$ cat src/design/dtlr_divider.sv
// restoring divider, one quotient bit per cycle, unsigned operands
// depends on nothing
module dtlr_divider #(
  parameter int NW = 36,
  parameter int DW = 18
) (
  input  logic          clk,
  input  logic          rst,
  input  logic          start,
  input  logic [NW-1:0] num,
  input  logic [DW-1:0] den,
  output logic          done,
  output logic [NW-1:0] quo
);
  localparam int CW = $clog2(NW + 1);
  logic [NW-1:0] q;
  logic [DW:0] rem;
  logic [DW-1:0] d;
  logic [CW-1:0] cnt;
  logic busy;
  logic [DW:0] shifted;
  logic [DW:0] diff;

  assign shifted = {rem[DW-1:0], q[NW-1]};
  assign diff = shifted - {1'b0, d};

  always_ff @(posedge clk) begin
    if (rst) begin
      busy <= 1'b0;
      done <= 1'b0;
      cnt <= '0;
    end else begin
      done <= 1'b0;
      if (start) begin
        busy <= 1'b1;
        q <= num;
        rem <= '0;
        d <= den;
        cnt <= CW'(NW);
      end else if (busy) begin
        if (!diff[DW]) begin
          rem <= diff;
          q <= {q[NW-2:0], 1'b1};
        end else begin
          rem <= shifted;
          q <= {q[NW-2:0], 1'b0};
        end
        cnt <= cnt - 1'b1;
        if (cnt == CW'(1)) begin
          busy <= 1'b0;
          done <= 1'b1;
        end
      end
    end
  end

  assign quo = q;
endmodule

$ cat config.mk
export PLATFORM = sky130hd
export DESIGN_NAME = dtlr_divider
export DESIGN_NICKNAME = d
export VERILOG_FILES = /design/src/design/dtlr_divider.sv
export SDC_FILE = /design/constraint.sdc
export NUM_CORES = 1
export LEC_CHECK = 0
export BUFFER_PORTS_ARGS = -buffer_cell sky130_fd_sc_hd__buf_2
export CAP_MARGIN = 40
export CORE_MARGIN = 5
export CORE_UTILIZATION = 55
export CTS_BUF_LIST = sky130_fd_sc_hd__clkbuf_16
export CTS_CLUSTER_DIAMETER = 80
export CTS_CLUSTER_SIZE = 14
export DETAILED_ROUTE_END_ITERATION = 7
export PLACE_DENSITY = 0.81
export SETUP_SLACK_MARGIN = 0.02
export SYNTH_ARGS = -nofsm -noshare
export SYNTH_HDL_FRONTEND = slang
export SYNTH_SLANG_ARGS = --single-unit
$ cat constraint.sdc
create_clock -name clk -period 4.65 [get_ports clk]
set_clock_uncertainty 0.15 [all_clocks]
set_input_delay 0.6975 -clock clk [delete_from_list [all_inputs] [get_ports clk]]
set_output_delay 0.6975 -clock clk [all_outputs]
set_load 0.01 [all_outputs]
# Word-level counts from Yosys, hierarchy flattened

Index checks and enable logic that the tools add are counted.

Flip-flop bits (word level): 80
Output and inout port bits: 37
Logic and storage cells: 28

$add $sub $neg: 2
Equality and inequality tests: 1
Multiplexer cells: 11
Bitwise operators: 2
Reductions and logical operators: 5

Operators with widths:

| cell                | number |
|---|---|
| $mux 36             | 2 |
| $mux 18             | 2 |
| $sub 19x18->19      | 1 |
| $mux 6              | 2 |
| $eq 6x1->1 const B  | 1 |
| $sub 6x1->6 const B | 1 |
| $mux 1              | 5 |
| $reduce_and 2->1    | 2 |
| $reduce_or 3->1     | 1 |
| $not 1->1           | 2 |
| $reduce_bool 2->1   | 1 |
| $reduce_or 2->1     | 1 |

# Longest topological paths before layout

Gate-level depths: netlist (run 1).

Depth after elaboration: 4
Gate-level depth with buffers: 12
Gate-level depth less buffers: 11

# Worst setup path before layout (run 1)

No wires, ideal clock.

Kind: input to register
Start point: in start
End point: reg q[0], in the netlist quo[0] (enable)
Setup time: 0.467 ns
Data arrival time: 3.533 ns
Data required time: 4.033 ns
Path slack: 0.500 ns
Stages: 4
Path through: clkbuf_1 > buf_1 > nor2_1 > nor2_1

Word-level cells in the longest chain between the ends: 2

RTL lines:

| what                        | RTL line | text |
|---|---|---|
| start: declaration          | 9        | `input logic start,` |
| $reduce_bool 2->1 (no line) | --       |  |
| $reduce_and 2->1 (no line)  | --       |  |
| end signal: assignment      | 36       | `q <= num;` |
| end signal: assignment      | 43       | `q <= {q[NW-2:0], 1'b1};` |
| end signal: assignment      | 46       | `q <= {q[NW-2:0], 1'b0};` |
| end: declaration            | 16       | `logic [NW-1:0] q;` |

Every way passes these cells.
A chain may end at the register's enable or synchronous reset.

# Worst setup path after layout (run 1)

Start point: reg q[35], in the netlist quo[35]
End point: reg rem[2], data pin

Word-level cells in the longest chain between the ends: 3

RTL lines:

| what                   | RTL line | text |
|---|---|---|
| $sub 19x18->19         | 25       | `assign diff = shifted - {1'b0, d};` |
| $mux 18                | 41       | `if (!diff[DW]) begin` |
| $mux 18                | 40       | `end else if (busy) begin` |
| end signal: assignment | 42       | `rem <= diff;` |
| end signal: assignment | 45       | `rem <= shifted;` |
| end: declaration       | 17       | `logic [DW:0] rem;` |

Every way passes these cells. The select of a mux whose other input is x is not followed.

==> metrics.txt, run 1 <==
TritonRoute pass-1 iters 4; vias in the first global route around 3200; fraction of layout cells with a size suffix above 1 37.3%; grt total ovfl 0; initial DRC count approximately 160; P&R area growth vs syn 20.7%; Crit Path Category flip-flop to flip-flop; FMAX around 330 MHz; DP HPWL 6730 um; die area 0.00973 sq mm; CTS Sinks 80; cell accounting for the most synthesized area edfxtp_1; # resized after CTS 0; crit path DAT 2980 ps; Worst Path Max Fanout 12; setup_tns 0 ps; Clock Tree Root clkbuf_16; delay of the slowest cell on the worst path between 400 and 500 ps; #FFs+latches synth 80; initial antenna violation count 0; Final Instance Count excl. Fillers between 500 and 600; CTS Buf Count 9; CTS tree yes; met2 usage between 30% and 40%; Crit-path slowest cell fa_1; asr flop ratio synth 0%; Synth area leaders edfxtp_1 50%, mux2_2 9.1%, ha_1 5.8%; slew of the pin with the lowest slew margin approximately 760 ps; Final min period a little over 3000 ps; mean post-synth cell area between 10 and 15 sq um; Routed wire per std cell ~17 um; Synth Flop Type edfxtp_1; critical path's most frequent cell inv_1; GRT busiest layer met2; Top Ports 94; fin nets around 520; # setup viols final 0; M3 GR Usage 7.36%; antenna cells 0; GR Util met1 25.2%; DRC violations left 0; final period utilization between 60% and 70%; filler cell count 581; RSZ-0062 raised after global routing false; area of the core slightly below 0.008 sq mm; P_leak about 0.0022 uW; synthesized area 0.00432 sq mm; Worst Path Buf+Inv 3; setup ws final around 1600 ps; Clk pin slew, worst setup/hold paths around 60 ps; Row Count 32; die width between 90 and 100 um; Yosys warning count 0; largest net degree at the start of global routing 68; antenna viol nets, final 0; Worst slew margin approximately 49%; GRT Total Usage 19.8%; CP endpoint kind flip-flop; Routed WL 9260 um; gpl congestion just over 0.9; CTS H-tree depth 3; Initial Util a little under three fifths; CTS Buffer Depth 2; cell total after placement roughly 540; Post-synth EDFFs 72; Max Cap Viol 0; Post-CTS Setup Repair Bufs 0; Yosys top cell area share between 50% and 60%; IR drop worst, VDD between 0.2 and 0.25 mV; Post-Syn Nets 426; worst skew pair latency 330 ps; run status finished, final reports clean; Die H just under 100 um; critical path cell sequence inv_1, ha_1, inv_1, fa_1, a211oi_1, o211ai_1, a21oi_2, a211oi_2, xnor2_2, buf_4, mux2i_1, nor2_1; via count between 3000 and 4000; final hold vios 0; worst slack at placement approximately 1600 ps; CP startpoint kind flip-flop; Via-to-Cell Ratio ~5.5; family with the most delay on the worst path compound AO/OA/AOI/OAI gates; Worst EP required between 4000 and 5000 ps; first-pass GRT wire length ~15000 um; max-slew violations 0; Synth Instances between 300 and 400; Hold WC Path Type flip-flop to flip-flop; post-synthesis sequential area ratio roughly 54%; hold-fix buffers at CTS 0; PD cells 399 mW/mm^2; IO Port Bufs slightly above 90; Cell variety after synth 49
-- sequential cells by signal, summed over array words and instances (netlist names) --
register  cells
rem          18
busy          1
cnt           6
d            18
done          1
quo          36
-- cells in the mapped netlist (3+ instances only) --
library cell	number
or3b_2	3
mux2i_1	14
nand3b_1	3
dfxtp_1	8
mux2_2	35
o21ai_0	5
edfxtp_1	72
nand3_1	4
nor2b_1	4
inv_1	26
nor3_1	8
xor2_1	8
clkbuf_1	4
ha_1	20
a21oi_1	22
nand2b_1	6
nand2_1	16
nor2_1	26
o211ai_1	6
xnor2_1	10
o31ai_2	3
buf_1	5
o21bai_1	3
a211oi_1	3
-- placed cells by master (no fill, tap or decap), types with 2 or more instances in the layout --
cell        synthesis  layout
clkbuf_16           0       9
dfxtp_1             8       8
nand2b_1            6       6
xor2_1              8       8
inv_1              26      26
or2_2               2       2
ha_1               20      20
nor2b_1             4       4
nand3_1             4       4
edfxtp_1           72      72
a21o_1              2       2
mux2i_1            14      14
a21oi_2             2       2
nand3b_1            3       3
or3b_2              3       3
mux2_2             35      35
buf_4               0       5
o21bai_1            3       3
o21ai_0             5       5
o31ai_2             3       3
o2111ai_1           2       2
xnor2_1            10      10
nor4b_1             2       2
clkinvlp_4          0       2
a211oi_1            3       3
a211oi_2            2       2
a21oi_1            22      22
nor3_1              8       8
nor4_1              2       2
nand2_1            16      16
nor2_1             26      25
buf_2               2      93
o211ai_1            6       6
-- where the power goes --
part | switching [uW] | total [uW] | internal, uW
logic | 268 | 485 | 218
clock network | 293 | 709 | 416
registers | 31.1 | 890 | 858
-- kinds of logic (layout without fill, tap and decap cells) --
logic type,count (synthesis),in the layout,share of synthesized area (%)
xor+xnor,19,19,4.03
buf+inv,39,141,3.79
fa+ha+maj,21,21,6.26
flops,80,80,53.8
compound gates,60,60,10.5
simple gates,80,80,9.30
mux,49,49,12.4
-- path summary, 6_finish.rpt --
kind                 from     end  slack [ps]  cells past startpoint
hold reg to reg    cnt[1]  cnt[1]         360                      2
setup reg to reg  quo[35]  rem[2]        1580                     12
setup / recovery  quo[35]  rem[2]        1580                     12
hold / removal     cnt[1]  cnt[1]         360                      2
-- tightest hold or removal path, cell delays in order (launching register included) --
cell and delay (ps):
dfxtp_1 320, nor2_1 80, a2111oi_0 60
-- stage by stage --
| stage | total power (uW) | hold slack (ps) | utilization (%) | instance area [sq um] |
|---|---|---|---|---|
| after detailed placement | 1390 | 353 | 64.0 | 4920 |
| after floorplan | 1260 | 319 | - | 4320 |
| after global placement | 1360 | 336 | 63.6 | 4890 |
| final | 2080 | 362 | 67.9 | 5220 |
| after global routing | 2190 | 376 | 67.9 | 5220 |
| after CTS | 2100 | 361 | 67.9 | 5220 |
-- per-layer routing --
metal	wire length [um]	part of all wire, %	vias to the layer above
met5	0	0	-
met4	79	0.85	0
met3	821	8.9	8
met2	4380	47	109
met1	3970	43	1457
li1	-	-	1474
-- cell type report --
class                      count  area (sq um)  share of cell area [%]
clock buffer                   9           225                    4.32
multi-input combinational    229          1840                    35.3
tap                          102           128                    2.45
inverter                      26          97.6                    1.87
sequential                    80          2320                    44.5
timing repair buffer          99           531                    10.2
clock inverter                 7          71.3                    1.37
(Power assumes the default switching activity.)
==> run 2, diff against run 1 <==
ABC_AREA = 1   (was not set)
PLACE_DENSITY = 0.8   (was 0.81)
clock period = 2.9 ns   (was 4.65 ns; I/O delays follow)
==> metrics.txt, run 2 <==
mean post-synth cell area 8.25 sq um (-34%); worst slack at placement 317 ps (-1270 ps); via count 3686 (+21%); Yosys top cell area share 48.6% (-1.5 points); Clock Tree Root clkbuf_16; Post-synth EDFFs 72 (unchanged); CP endpoint kind flip-flop; Synth Flop Type edfxtp_1; FMAX 387 MHz (+19%); CTS Buffer Depth 2 (unchanged); grt total ovfl 0 (unchanged); antenna viol nets, final 0 (unchanged); run status finished, final reports clean; Routed wire per std cell 13.3 um (-21%); setup ws final 314 ps (-1260 ps); Worst slew margin 62.1% (+13 points); synthesized area 0.00445 sq mm (+3.1%); Reg-to-Reg Start quo[35]; WHS Path Cells 1 (-1); DRC violations left 0 (unchanged); Worst Path Max Fanout 22 (+10); post-synthesis sequential area ratio 52.1% (-1.6 points); fin nets 713 (+36%); most numerous cell in the Yosys netlist nand2_1; hold-fix buffers at CTS 0 (unchanged); worst-case hold path end point d[14]; crit path DAT 2540 ps (-440 ps); Via-to-Cell Ratio 4.97 (-10%); gpl congestion 0.931 (+2.4%); asr flop ratio synth 0% (unchanged); # resized after CTS 0 (unchanged); CTS tree yes; Hold Path Origin den[14]; Final min period 2590 ps (-485 ps); die area 0.0100 sq mm (+2.8%); Max Cap Viol 0 (unchanged); final period utilization 89.2% (+23 points); Top Ports 94 (unchanged); Crit Path Category flip-flop to flip-flop; first-pass GRT wire length 16800 um (+8.8%); Hold WC Path Type input pin to flip-flop; largest net degree at the start of global routing 56 (-18%); commonest non-fill, non-tap cell in the layout nand2_1; TritonRoute pass-1 iters 5 (+1); IR drop worst, VDD 0.313 mV (+41%); Die H 100 um (+1.4%); Routed WL 9870 um (+6.6%); CP startpoint kind flip-flop; #FFs+latches synth 80 (unchanged); cell accounting for the most synthesized area edfxtp_1; area of the core 0.00781 sq mm (+1.6%); fraction of layout cells with a size suffix above 1 19.7% (-18 points); commonest cells after routing, fill and taps aside 227 x nand2_1, 93 x buf_2, 72 x edfxtp_1, 64 x inv_1, 53 x nor2_1; P&R area growth vs syn 19.4%; # setup viols final 0 (unchanged); CTS H-tree depth 3 (unchanged); Reg2Reg Depth 12 (unchanged); setup_tns 0 ps (unchanged); slew of the pin with the lowest slew margin 568 ps (-192 ps); Post-CTS Setup Repair Bufs 0 (unchanged); Clk pin slew, worst setup/hold paths 60 ps (about the same); antenna cells 0 (unchanged); P_leak 0.00269 uW (+25%); GRT Total Usage 21.0% (+1.1 points); vias in the first global route 3710 (+16%); Yosys warning count 0 (unchanged); Cell variety after synth 29 (-41%); RSZ-0062 raised after global routing false; initial antenna violation count 0 (unchanged); initial DRC count 145 (-7.1%); Synth area leaders edfxtp_1 49%, nand2_1 19%, ha_1 5.6%; CTS Buf Count 9 (unchanged); Crit Reg-Reg Endpoint rem[14]; PD cells 664 mW/mm^2 (+66%); Commonest cells post-synth 228 x nand2_1, 72 x edfxtp_1, 64 x inv_1; max-slew violations 0 (unchanged); CTS Sinks 80 (unchanged); Worst EP required 2850 ps (-1710 ps); Synth Instances 540 (+55%); DP HPWL 7030 um (+4.4%); die width 100 um (+1.4%); Initial Util 57.0% (+0.83 points); Worst R2R Setup Slack 310 ps (-1260 ps); final hold vios 0 (unchanged); Largest register FFs 36 (unchanged); Post-Syn Nets 618 (+45%); CP Launch Point quo[35]; IO Port Bufs 93 (unchanged); worst skew pair latency 340 ps (about the same); Row Count 32 (unchanged)
run 2: final cells by class:
class / instances / area [sq um]
clock buffers: 9 / 225
clock inverters: 7 / 77.6
fillers: 639 / 2490
inverters: 64 / 240
multi-input cells: 383 / 1820
flip-flops and latches: 80 / 2320
well taps: 102 / 128
repair buffers: 97 / 508
run 2: per-stage QoR:
| step | util, % | total power [uW] | area [sq um] | cells | hold slack [ps] |
|---|---|---|---|---|---|
| after floorplan | - | 2170 | 4460 | 540 | 337 |
| after global placement | 64.2 | 2360 | 5010 | 726 | 354 |
| after detailed placement | 64.2 | 2390 | 5010 | 726 | 372 |
| after CTS | 68.1 | 3560 | 5320 | 742 | 106 |
| after global routing | 68.1 | 3760 | 5320 | 742 | 107 |
| final | 68.1 | 3530 | 5320 | 742 | 114 |
run 2: cell families (layout without fill, tap and decap cells):
logic type	Yosys count	count (layout)	synth area share, %
fa+ha+maj	21	21	6.07
simple gates	325	325	29.4
buf+inv	77	177	7.16
xor+xnor	10	10	1.97
flops	80	80	52.1
compound gates	27	27	3.20
run 2: where the power goes:
group          internal [uW]  switching [uW]  leakage (uW)
clock network            676             483      0.000142
logic                    329             571       0.00178
registers               1410            62.8      0.000764
run 2: worst max path at each step:
stage / to / slack, ps / depth (start not counted)
2_1_floorplan: quo[0] / 320 / 5
3_3_place_gp: rem[12] / 440 / 12
3_5_place_dp: rem[9] / 320 / 12
4_1_cts: rem[14] / 290 / 12
5_1_grt: rem[14] / 120 / 12
6_report: rem[14] / 310 / 12
run 2: worst max-delay path, cell delays in order, from the launching register on:
cell and delay (ps):
edfxtp_1 410, inv_1 80, ha_1 130, inv_1 70, fa_1 460, nand3_1 140
nand3_2 120, nand2_2 100, nand3_1 110, nand2_2 340, nand2_1 110, nand2_1 90
nor2_1 40
run 2: per-layer routing:
| metal | GRT usage [%] | routed length [um] |
|---|---|---|
| met2 | 35.7 | 4790 |
| met3 | 5.28 | 720 |
| met1 | 25.4 | 4200 |
| met4 | 8.91 | 157 |
| met5 | 0 | 0 |
